`config.mk`:
```
export PLATFORM = sky130hd
export DESIGN_NAME = wsa_merge
export DESIGN_NICKNAME = d
export VERILOG_FILES = /design/src/wsa_pkg.sv /design/src/wsa_merge.sv
export SDC_FILE = /design/constraint.sdc
export NUM_CORES = 2
export LEC_CHECK = 0
export ABC_AREA = 1
export BUFFER_PORTS_ARGS = -buffer_cell sky130_fd_sc_hd__buf_2
export CAP_MARGIN = 20
export CORE_MARGIN = 2
export CORE_UTILIZATION = 45
export CTS_BUF_LIST = sky130_fd_sc_hd__clkbuf_4 sky130_fd_sc_hd__clkbuf_8
export CTS_CLUSTER_SIZE = 28
export DETAILED_ROUTE_END_ITERATION = 10
export PLACE_DENSITY = 0.63
export SYNTH_ARGS = -nofsm -noshare
export SYNTH_HDL_FRONTEND = slang
export SYNTH_SLANG_ARGS = --single-unit
```
`constraint.sdc`:
```
create_clock -name i_clk -period 2.4 [get_ports i_clk]
set_input_delay 0 -clock i_clk [delete_from_list [all_inputs] [get_ports i_clk]]
set_output_delay 0 -clock i_clk [all_outputs]
set_load 0.02 [all_outputs]
```
`src/wsa_pkg.sv`:
```
// Shared constants, lookup tables and types for the window surface area core.
// No dependencies; every other file but wsa_isqrt imports this package.
package wsa_pkg;

    localparam int CELLS    = 9;
    localparam int EDGES    = 16;
    localparam int TRIS     = 8;
    localparam int ELEV_W   = 32;
    localparam int SIZE_W   = 32;
    localparam int SQ_W     = 64;
    localparam int SPAN_W   = 66;
    localparam int HALF_W   = 32;
    localparam int RADIC_W  = 100;
    localparam int TAREA_W  = RADIC_W / 2;
    localparam int SUM_W    = TAREA_W + 3;
    localparam int DIV_W    = SUM_W + 3;
    localparam int CNT_W    = 4;
    localparam int AREA_W   = 63;
    localparam int CFG_A_W  = 2;

    localparam int EDGE_LAT = 3 + SPAN_W / 2;
    localparam int TRI_LAT  = 4 + RADIC_W / 2;
    localparam int MERGE_LAT = 3 + DIV_W;

    localparam logic [CFG_A_W-1:0] CFG_SIZE_X = 2'd0;
    localparam logic [CFG_A_W-1:0] CFG_SIZE_Y = 2'd1;
    localparam logic [CFG_A_W-1:0] CFG_DROP   = 2'd2;

    localparam logic [1:0] SPAN_X = 2'd0;
    localparam logic [1:0] SPAN_Y = 2'd1;
    localparam logic [1:0] SPAN_D = 2'd2;

    typedef logic [3:0] t_cell_idx;
    typedef logic [3:0] t_edge_idx;

    // Edges: ab bc de ef gh hi, ad dg be eh cf fi, ea ec eg ei.
    localparam t_cell_idx EDGE_P [EDGES] = '{
        4'd0, 4'd1, 4'd3, 4'd4, 4'd6, 4'd7,
        4'd0, 4'd3, 4'd1, 4'd4, 4'd2, 4'd5,
        4'd4, 4'd4, 4'd4, 4'd4};
    localparam t_cell_idx EDGE_Q [EDGES] = '{
        4'd1, 4'd2, 4'd4, 4'd5, 4'd7, 4'd8,
        4'd3, 4'd6, 4'd4, 4'd7, 4'd5, 4'd8,
        4'd0, 4'd2, 4'd6, 4'd8};
    localparam logic [1:0] EDGE_SPAN [EDGES] = '{
        SPAN_X, SPAN_X, SPAN_X, SPAN_X, SPAN_X, SPAN_X,
        SPAN_Y, SPAN_Y, SPAN_Y, SPAN_Y, SPAN_Y, SPAN_Y,
        SPAN_D, SPAN_D, SPAN_D, SPAN_D};

    localparam t_edge_idx TRI_SIDE [TRIS][3] = '{
        '{4'd12, 4'd0,  4'd8},
        '{4'd8,  4'd1,  4'd13},
        '{4'd6,  4'd2,  4'd12},
        '{4'd13, 4'd10, 4'd3},
        '{4'd2,  4'd7,  4'd14},
        '{4'd3,  4'd11, 4'd15},
        '{4'd14, 4'd9,  4'd4},
        '{4'd9,  4'd15, 4'd5}};

    localparam logic [CELLS-1:0] TRI_MASK [TRIS] = '{
        9'h013, 9'h016, 9'h019, 9'h034, 9'h058, 9'h130, 9'h0D0, 9'h190};

    typedef struct packed {
        logic            vld;
        logic            last;
        logic            drop;
        logic            full;
        logic [TRIS-1:0] keep;
    } t_info;

endpackage

```
`src/wsa_merge.sv`:
```
// Merge stage: adds the kept triangle areas in a registered tree, then rescales
// by 8 / kept in drop mode, else by one, via a pipelined radix-2 divider. Depends on wsa_pkg.
module wsa_merge
    import wsa_pkg::*;
(
    input  logic               i_clk,
    input  logic               i_rst_n,
    input  t_info              i_info,
    input  logic [TAREA_W-1:0] i_area [TRIS],
    output logic               o_done,
    output logic [AREA_W-1:0]  o_area,
    output logic               o_area_valid,
    output logic               o_window_last
);

    typedef struct packed {
        logic vld;
        logic last;
        logic ok;
    } t_res;

    logic [TAREA_W:0]   r_s1 [4];
    logic [TAREA_W+1:0] r_s2 [2];
    logic [SUM_W-1:0]   r_s3;
    logic [CNT_W-1:0]   r_cnt1, r_cnt2, r_cnt3;
    t_info              r_info1, r_info2, r_info3;

    logic [DIV_W-1:0]   w_dividend;
    logic [CNT_W-1:0]   w_divisor;
    t_res               w_res0;

    logic [DIV_W-1:0]   r_w   [1:DIV_W];
    logic [CNT_W-1:0]   r_rem [1:DIV_W-1];
    logic [CNT_W-1:0]   r_dvs [1:DIV_W-1];
    t_res               r_res [1:DIV_W];

    always_ff @(posedge i_clk) begin
        for (int j = 0; j < 4; j++) begin
            r_s1[j] <= (i_info.keep[2*j] ? {1'b0, i_area[2*j]} : '0)
                     + (i_info.keep[2*j+1] ? {1'b0, i_area[2*j+1]} : '0);
        end
        for (int j = 0; j < 2; j++) begin
            r_s2[j] <= {1'b0, r_s1[2*j]} + {1'b0, r_s1[2*j+1]};
        end
        r_s3   <= {1'b0, r_s2[0]} + {1'b0, r_s2[1]};
        r_cnt1 <= CNT_W'($countones(i_info.keep));
        r_cnt2 <= r_cnt1;
        r_cnt3 <= r_cnt2;
    end

    always_ff @(posedge i_clk) begin
        if (!i_rst_n) begin
            r_info1 <= '0;
            r_info2 <= '0;
            r_info3 <= '0;
        end else begin
            r_info1 <= i_info;
            r_info2 <= r_info1;
            r_info3 <= r_info2;
        end
    end

    // Strict mode divides the plain sum by one, so both modes share the divider.
    always_comb begin
        w_res0.vld  = r_info3.vld;
        w_res0.last = r_info3.last;
        if (r_info3.drop) begin
            w_dividend = {r_s3, 3'b000};
            w_divisor  = (r_cnt3 == '0) ? CNT_W'(1) : r_cnt3;
            w_res0.ok  = (r_cnt3 != '0);
        end else begin
            w_dividend = {3'b000, r_s3};
            w_divisor  = CNT_W'(1);
            w_res0.ok  = r_info3.full;
        end
    end

    genvar s;
    for (s = 0; s < DIV_W; s++) begin : g_div
        logic [DIV_W-1:0] w_in;
        logic [CNT_W-1:0] rem_in;
        logic [CNT_W-1:0] dvs_in;
        t_res             res_in;
        logic [CNT_W:0]   rem_sh;
        logic [CNT_W:0]   rem_nx;
        logic             take;

        if (s == 0) begin : g_first
            assign w_in   = w_dividend;
            assign rem_in = '0;
            assign dvs_in = w_divisor;
            assign res_in = w_res0;
        end else begin : g_next
            assign w_in   = r_w[s];
            assign rem_in = r_rem[s];
            assign dvs_in = r_dvs[s];
            assign res_in = r_res[s];
        end

        assign rem_sh = {rem_in, w_in[DIV_W-1]};
        assign take   = (rem_sh >= {1'b0, dvs_in});
        assign rem_nx = take ? (rem_sh - {1'b0, dvs_in}) : rem_sh;

        always_ff @(posedge i_clk) begin
            r_w[s+1] <= {w_in[DIV_W-2:0], take};
        end

        always_ff @(posedge i_clk) begin
            if (!i_rst_n) begin
                r_res[s+1] <= '0;
            end else begin
                r_res[s+1] <= res_in;
            end
        end

        if (s < DIV_W - 1) begin : g_fwd
            always_ff @(posedge i_clk) begin
                r_rem[s+1] <= rem_nx[CNT_W-1:0];
                r_dvs[s+1] <= dvs_in;
            end
        end
    end

    assign o_done        = r_res[DIV_W].vld;
    assign o_area_valid  = r_res[DIV_W].ok;
    assign o_window_last = r_res[DIV_W].last;
    assign o_area        = r_res[DIV_W].ok ? {{(AREA_W-DIV_W){1'b0}}, r_w[DIV_W]} : '0;

endmodule

```
==> flow_metrics.py <==
metrics = {
    "logic_synthesis": {
        "async_reset_ff_share_pct": 0,
        "synth.most_common_cell": "dfxtp_1",
        "synth_seq_cells": 4129,
        "synth-simple-area-share_pct": 16.3,
        "syn_area_per_cell_um2": 9.51,
        "synthXorXnorAreaFrac_pct": 1.87,
        "synth_fa_ha_area_share_pct": 6.65,
        "synth_mux_area_share_pct": 0,
        "synth_warnings": 0,
        "synth_top_family_by_area": "simple AND/OR/NAND/NOR gates",
        "synth_area_leaders": "dfxtp_1, nand2_1, inv_1",
        "synth.distinct_cells": 42,
        "ys_top_cells_by_count": "dfxtp_1, nand2_1, inv_1",
        "ys_seq_area_share_pct": 64.3,
        "synth_edf_count": 0,
        "netlist_instances": 13500,
        "ys.flop_type": "dfxtp_1",
        "synth_compound_area_share_pct": 3.55,
        "netlist_area_um2": 129000,
        "yosys.area.top_type_share_pct": 64.3,
        "synth_largest_area_cell": "dfxtp_1",
    },
    "floorplanning": {
        "dieArea_um2": 290000,
        "start_util_pct": 45.2,
        "fp.coreArea_um2": 285000,
        "ioPinCount": 480,
        "die_w_um": 539,
        "die_y_um": 539,
        "fp-row-count": 196,
    },
    "job": {
        "drv_cap": 0,
    },
    "worst_setup_path": {
        "rrSetupSlack_ns": 0.10,
        "required_ns": 3.28,
        "path_max_fanout": 4,
        "crit_path_start_kind": "input port",
        "cp.arrival_ns": 3.31,
        "worst-setup-path-type": "in -> reg",
        "critPathCaptureType": "register",
    },
    "sta": {
        "fin_worst_skew_ns": 0.0692,
        "finalSetupViolations": 2,
        "whs_ns": 0.0216,
        "finalCriticalPeriod_ns": 2.42,
        "relSlewSlack_pct": 62.4,
        "worst_slack_ns": -0.0222,
        "fin_crit_sh_pct": 101,
        "hold_viol": 0,
        "rsz0062_at_grt": "true",
        "maxSlewViolCount": 0,
        "worstMarginPinSlew_ns": 0.557,
        "timing.fmax_mhz": 413,
    },
    "global_routing": {
        "overflow": 0,
        "grt_usage_pct": 18.4,
        "first_global_vias": 86300,
        "antenna_found_initial": 5,
        "grt_pass1_wl_um": 432000,
        "grt_max_degree": 58,
    },
    "detailed_routing": {
        "drt-pass1-iter-count": 6,
        "wl_um": 271000,
        "remaining_drc_errors": 0,
        "drt_iter0_markers": 4102,
        "wl_per_cell_um": 13.7,
        "ant_nets": 0,
        "vias": 86500,
        "via_per_inst": 4.38,
    },
    "placement": {
        "numPortBuffers": 472,
        "gp_congestion": 0.931,
        "dp.cells": 17900,
        "hpwl_um": 195000,
        "dp_slack_ns": -0.181,
    },
    "clock_tree": {
        "cts_made_buffers": 617,
        "clk_pin_slew_ns": 0.06,
        "clkLatencyLatePin_ns": 0.99,
        "htreeDepth": 6,
        "clockBufferDepth": 4,
        "cts_tree": "built",
        "cts.sinks": 4129,
        "cts_root_buffer": "clkbuf_8",
    },
    "layout": {
        "multiInputGateArea_um2": 37700,
        "drive_above_1_share_pct": 14.2,
        "seq_area_um2": 82700,
        "final_util_pct": 56.1,
        "stdcell_count": 19800,
        "synthToLayoutAreaGrowth_pct": 24.1,
        "fillers": 24900,
        "nets": 16600,
    },
    "run_status": {
        "outcome": "finished, violations left",
        "violations": "negative setup slack",
    },
    "power": {
        "vdd_drop_max_mv": 0.596,
        "p_per_area_nw_per_um2": 1190,
        "p_leak_nw": 79.9,
    },
    "worst_hold_path": {
        "min_path_type": "in -> reg",
    },
}
[metal layers]
layer	track usage [%]	vias to the layer above	part of all wire, %
li1	-	45200	-
met1	22.3	38900	44
met2	31.8	1922	47
met3	3.13	602	4.5
met4	8.45	2	4.2
met5	0	-	0.0067
[final timing paths]
path,startpoint,end,depth (start not counted)
max reg2reg,r_s1[2][21],r_s2[0][91],10
max,i_area[205],r_s1[1][5],10
min,i_info[0],r_s1[0][32],7
min reg2reg,r_w[0][1002],r_w[0][1059],0
[cell type report]
class | instances | area share (%)
timing repair buffer | 1488 | 7.58
clock inverter | 119 | 0.793
multi-input combinational | 6867 | 23.6
antenna | 6 | 0.00941
clock buffer | 949 | 7.52
tap | 3762 | 2.95
inverter | 2435 | 5.73
sequential | 4129 | 51.8
[flip-flops by register name, indices dropped and copies added, names as in the netlist]
signal	flops
r_w	3136
r_dvs	220
r_rem	220
r_s1	204
r_res	168
r_s2	104
r_s3	53
r_cnt1	4
r_cnt2	4
r_cnt3	4
r_info1	4
r_info2	4
g_div.res_in	2
r_info3	2
[cells in the final DEF, fill, tap and decap left out, types with 24 or more instances in the layout]
cell type,count
a211oi_1,46
a21oi_1,268
a21oi_2,47
a31oi_1,47
buf_2,470
buf_4,236
clkbuf_4,170
clkbuf_8,779
clkinv_2,52
dfxtp_1,4126
dlygate4sd3_1,749
fa_1,61
ha_1,551
inv_1,2390
inv_2,39
nand2_1,3489
nand2_2,106
nand3_1,326
nand3_2,34
nand3b_1,25
nand4_1,130
nor2_1,739
nor2_2,106
nor2_4,24
nor3_1,48
nor3_2,27
o21ai_0,235
o21bai_1,47
o22ai_1,46
xnor2_1,28
xor2_1,242
[logic make-up (layout without fill, tap and decap cells)]
family | Yosys count | in the layout
other | 1 | 13
AND/OR/NAND/NOR | 5133 | 5133
flip-flops | 4129 | 4129
AO/OA/AOI/OAI | 809 | 809
XOR/XNOR | 274 | 274
buffers and inverters | 2527 | 4991
adder cells (fa/ha/maj) | 644 | 644
[where the power goes]
part | switching, mW | total [mW] | internal (mW)
Combinational | 20.8 | 33.4 | 12.6
Clock | 24.9 | 58.4 | 33.6
Sequential | 6.14 | 98.3 | 92.2
Total | 51.8 | 190 | 138
[per-stage QoR]
| stage | power [mW] | TNS (ns) | area (µm²) |
|---|---|---|---|
| floorplan | 120 | 0 | 129000 |
| finish | 190 | -0.0306 | 160000 |
| CTS | 193 | 0 | 159000 |
| global placement | 131 | -1.18 | 137000 |
| global route | 203 | -0.0535 | 160000 |
| detailed placement | 132 | -1.28 | 137000 |
[repair_timing]
item                                    4_1_cts  5_1_grt
buffers inserted                              0       13
resized for setup                             0      373
hold buffers                                824        3
endpoints found under the setup margin        0      161
hold endpoints to repair                    388       10
[critical path: stages]
cell and delay, ns:
dlygate4sd3_1 0.57, buf_2 0.13, nand2_1 0.05, dlygate4sd3_1 0.54, inv_1 0.04, ha_1 0.33
dlygate4sd3_1 0.60, buf_4 0.15, xor2_1 0.24, dlygate4sd3_1 0.65
Power figures use the tool's default switching activity.
